File: config.mk
export PLATFORM = sky130hd
export DESIGN_NAME = cfbu_ram
export DESIGN_NICKNAME = d
export VERILOG_FILES = /design/src/rtl/cfbu_ram.sv
export SDC_FILE = /design/constraint.sdc
export NUM_CORES = 2
export LEC_CHECK = 0
export BUFFER_PORTS_ARGS = -buffer_cell sky130_fd_sc_hd__buf_2
export CORE_ASPECT_RATIO = 0.75
export CORE_UTILIZATION = 60
export DETAILED_ROUTE_END_ITERATION = 10
export PLACE_DENSITY = 0.73
export SYNTH_ARGS = -nofsm -noshare
export SYNTH_HDL_FRONTEND = slang
export SYNTH_SLANG_ARGS = --single-unit
File: constraint.sdc
create_clock -name clk -period 3.7 [get_ports clk]
set_input_delay 0.925 -clock clk [delete_from_list [all_inputs] [get_ports clk]]
set_output_delay 0.925 -clock clk [all_outputs]
set_load 0.03 [all_outputs]
File: src/rtl/cfbu_ram.sv
// Generic single-write, single-read RAM with registered read data.
module cfbu_ram #(
  parameter int WIDTH = 8,
  parameter int DEPTH = 256
) (
  input  logic                     clk,
  input  logic                     wr_en,
  input  logic [$clog2(DEPTH)-1:0] wr_addr,
  input  logic [WIDTH-1:0]         wr_data,
  input  logic                     rd_en,
  input  logic [$clog2(DEPTH)-1:0] rd_addr,
  output logic [WIDTH-1:0]         rd_data_r
);

  logic [WIDTH-1:0] mem [DEPTH];

  always_ff @(posedge clk) begin
    if (wr_en) begin
      mem[wr_addr] <= wr_data;
    end
    if (rd_en) begin
      rd_data_r <= mem[rd_addr];
    end
  end

endmodule

==> run_results.csv <==
group,metric,value,unit
timing,max_freq,0.313,GHz
timing,rsz0062_at_grt,"false",
power_and_ir_drop,power_switching,10.0,mW
logic_synthesis,yosysTopAreaCell,"edfxtp_1",
placed_design,place.gp.congestion,0.909,
setup_path,cp.required,4.22,ns
job,maxCapViolations,0,
setup_path,crit_chain,"buf_8 > buf_12 > buf_12 > mux4_2 > mux4_2 > nor2_1 > a2111oi_2 > nor3_1 > nor4_1",
layout,fin_cells,6119,
logic_synthesis,yosysSeqAreaShare,0.775,
power_and_ir_drop,share_comb_of_total_power,0.053,
hold_path,min_from,"rd_en",
setup_path,rr_endpoint,"rd_data_r[3]$_DFFE_PP_",
logic_synthesis,yosys.area.top_type_share,0.775,
route,via_count,41358,
logic_synthesis,synth-edff-count,2056,
power_and_ir_drop,p_seq_frac,0.547,
floorplanning,die_y,318,um
route,dr.first_iter.drc_count,6306,
cts,cts_tree,"built",
setup_path,path_buf_inv,3,
setup_path,crit_path_end_kind,"flip-flop",
placed_design,place_ws,-0.255,ns
timing,finClkSkew,0.0214,ns
floorplanning,rows,115,
placed_design,hpwl,124000,um
global_routing,gr-total-overflow,0,
timing,hold_violations,0,
timing,drv_slew,0,
timing,period_minus_slack,3.19,ns
logic_synthesis,synthArstFlopShare,0,
logic_synthesis,ys_ff_latch,2056,
global_routing,grt_usage,0.302,
floorplanning,core_area,131000,um2
power_and_ir_drop,power.leakage,29.1,nW
cts,cts_root_buf,"clkbuf_16",
route,wirelength,200000,um
timing,timing.final.ws_setup,0.509,ns
setup_path,rrSetupSlack,0.94,ns
global_routing,grt_pass1_vias,40929,
timing,period_share,0.862,
hold_path,holdCritPathClass,"input port to flip-flop",
setup_path,slowest_delay,0.53,ns
route,avgRoutedWirePerCell,32.7,um
cts,clk_latency,0.81,ns
timing,fin_hold_ws,0.607,ns
logic_synthesis,synthTopCellsByCount,"edfxtp_1 (2056), mux4_2 (454), nor2_1 (282)",
logic_synthesis,yosysMostFrequentCell,"edfxtp_1",
cts,cts_setup_buffers,0,
floorplanning,pin_count,35,
layout,drive_above_1_share,0.289,
global_routing,grt_antenna_before_repair,10,
setup_path,cp_slowest_cell,"nor3_1",
logic_synthesis,ys_types,54,
logic_synthesis,synth_area,79600,um2
hold_path,worst_hold_path.endpoint,"rd_data_r[7]$_DFFE_PP_",
route,ant_nets,0,
route,route.detailed.drc,0,
setup_path,critPathKind,"input port to flip-flop",
placed_design,dp_cells,5778,
timing,finalSetupViolCount,0,
route,dr.pass1.iters,6,
setup_path,arrival,3.71,ns
setup_path,r2r_cells,7,
cts,cts_made_buffers,183,
timing,relSlewSlack,0.316,
floorplanning,start_util,0.606,
cts,max-clock-path-buffers,3,
logic_synthesis,avgSynthCellArea,21.3,um2
status,outcome,"complete, no violations",
hold_path,hold_depth,1,
global_routing,grt_first_pass_wirelength,289000,um
cts,clk_pin_slew,0.06,ns
setup_path,critPathLaunchType,"input port",
power_and_ir_drop,clock_power_share,0.400,
layout,regArea,61700,um2
setup_path,crit_family,"multiplexers",
power_and_ir_drop,p_int,37.0,mW
floorplanning,dieArea,134000,um2
logic_synthesis,synthTopCellsByArea,"edfxtp_1 (78%), mux4_2 (13%), mux2i_1 (1.7%)",
layout,syn_to_final_growth,14.2,%
timing,tightest_slew,1.02,ns
cts,ctsHtreeMaxLevel,4,
logic_synthesis,synthFlopType,"edfxtp_1",
layout,multi_input_area,16500,um2
timing,setup-tns-final,0,ns
cts,cts_resized,0,
logic_synthesis,postSynthCellCount,3733,
floorplanning,dieWidth,423,um
layout,num-nets-final,4235,
logic_synthesis,yosys_warnings,0,
setup_path,critPathMaxFanout,28,
power_and_ir_drop,swShare,0.213,
power_and_ir_drop,powerDensity,517,nW/um2
global_routing,grt_max_degree,103,
power_and_ir_drop,ir_drop,0.000515,V
cts,clkSinkCount,2056,
logic_synthesis,syn_nets,3760,
route,viasPerCell,6.76,
layout,nFillCells,7762,
placed_design,numPortBuffers,34,
setup_path,r2r-start,"mem[83][3]$_DFFE_PP_",
layout,utilization,0.692,
cts,cts_hold_buf,0,
[power by group through the flow]
stage / Clock (mW) / Sequential (mW) / Combinational [mW]
after CTS: 19.0 / 25.7 / 2.49
after floorplan: 0 / 26.2 / 1.25
final: 18.8 / 25.7 / 2.51
after global routing: 19.8 / 25.7 / 2.61
after global placement: 0 / 26.2 / 2.44
after detailed placement: 0 / 26.2 / 2.48
[sequential cells by signal, summed over array words and instances (netlist names)]
register and flops:
mem 2048, rd_data_r 8
[metrics by stage]
stage	cell area [um2]	power, mW
final	91000	47.0
after global routing	91000	48.1
after CTS	91000	47.2
after detailed placement	85100	28.7
after global placement	85100	28.6
after floorplan	79600	27.5
[cell usage in the layout, fill, tap and decap left out, types with 32 or more instances in the layout]
cell and instances:
clkinv_1 42, clkbuf_16 188, mux2i_1 134, edfxtp_1 2056, nand2_1 33, buf_12 56
a21oi_1 96, a22oi_1 133, buf_4 434, mux4_2 454, nor2_1 279, clkinv_2 39
o221ai_1 46, clkbuf_1 33, nand3_1 32
[routing by layer]
| layer | track usage | vias to the layer above | part of all wire |
|---|---|---|---|
| met4 | 0.0958 | 4 | 0.033 |
| met2 | 0.446 | 2789 | 0.46 |
| met1 | 0.452 | 21512 | 0.38 |
| met5 | 0 | - | 0.00013 |
| met3 | 0.0712 | 418 | 0.13 |
| li1 | - | 16635 | - |
[area by class of cell]
cell class | instances | area share
diodes | 3 | 0.0000825
clock buffers | 221 | 0.0531
inverters | 2 | 0.0000825
multi-input cells | 1442 | 0.181
flip-flops and latches | 2056 | 0.679
repair buffers | 523 | 0.0510
clock inverters | 117 | 0.0115
well taps | 1755 | 0.0241
[cell families after synthesis]
logic type / synth area share
AOI/OAI and AO/OA: 0.0342
and+or+nand+nor: 0.0263
muxes: 0.146
buffers and inverters: 0.0183
DFF: 0.775
[worst reg2reg max path: stages, from the launching register on]
cell and delay (ns):
edfxtp_1 0.37, mux4_2 0.48, a22o_1 0.28, a221oi_1 0.38, o32ai_1 0.16, nor3_1 0.51, buf_4 0.25, nor4_1 0.05
[how the worst max path moves through the flow]
stage	from	slack (ns)	to	cells after the start
3_5_place_dp	rd_addr[0]	-0.26	rd_data_r[7]$_DFFE_PP_	9
3_3_place_gp	rd_addr[0]	-0.26	rd_data_r[7]$_DFFE_PP_	9
6_report	rd_addr[0]	0.51	rd_data_r[7]$_DFFE_PP_	9
4_1_cts	rd_addr[0]	0.59	rd_data_r[7]$_DFFE_PP_	9
2_1_floorplan	rd_addr[0]	0.70	rd_data_r[2]$_DFFE_PP_	9
5_1_grt	rd_addr[0]	0.37	rd_data_r[0]$_DFFE_PP_	9
No activity file was read; power rests on OpenSTA's default activity.
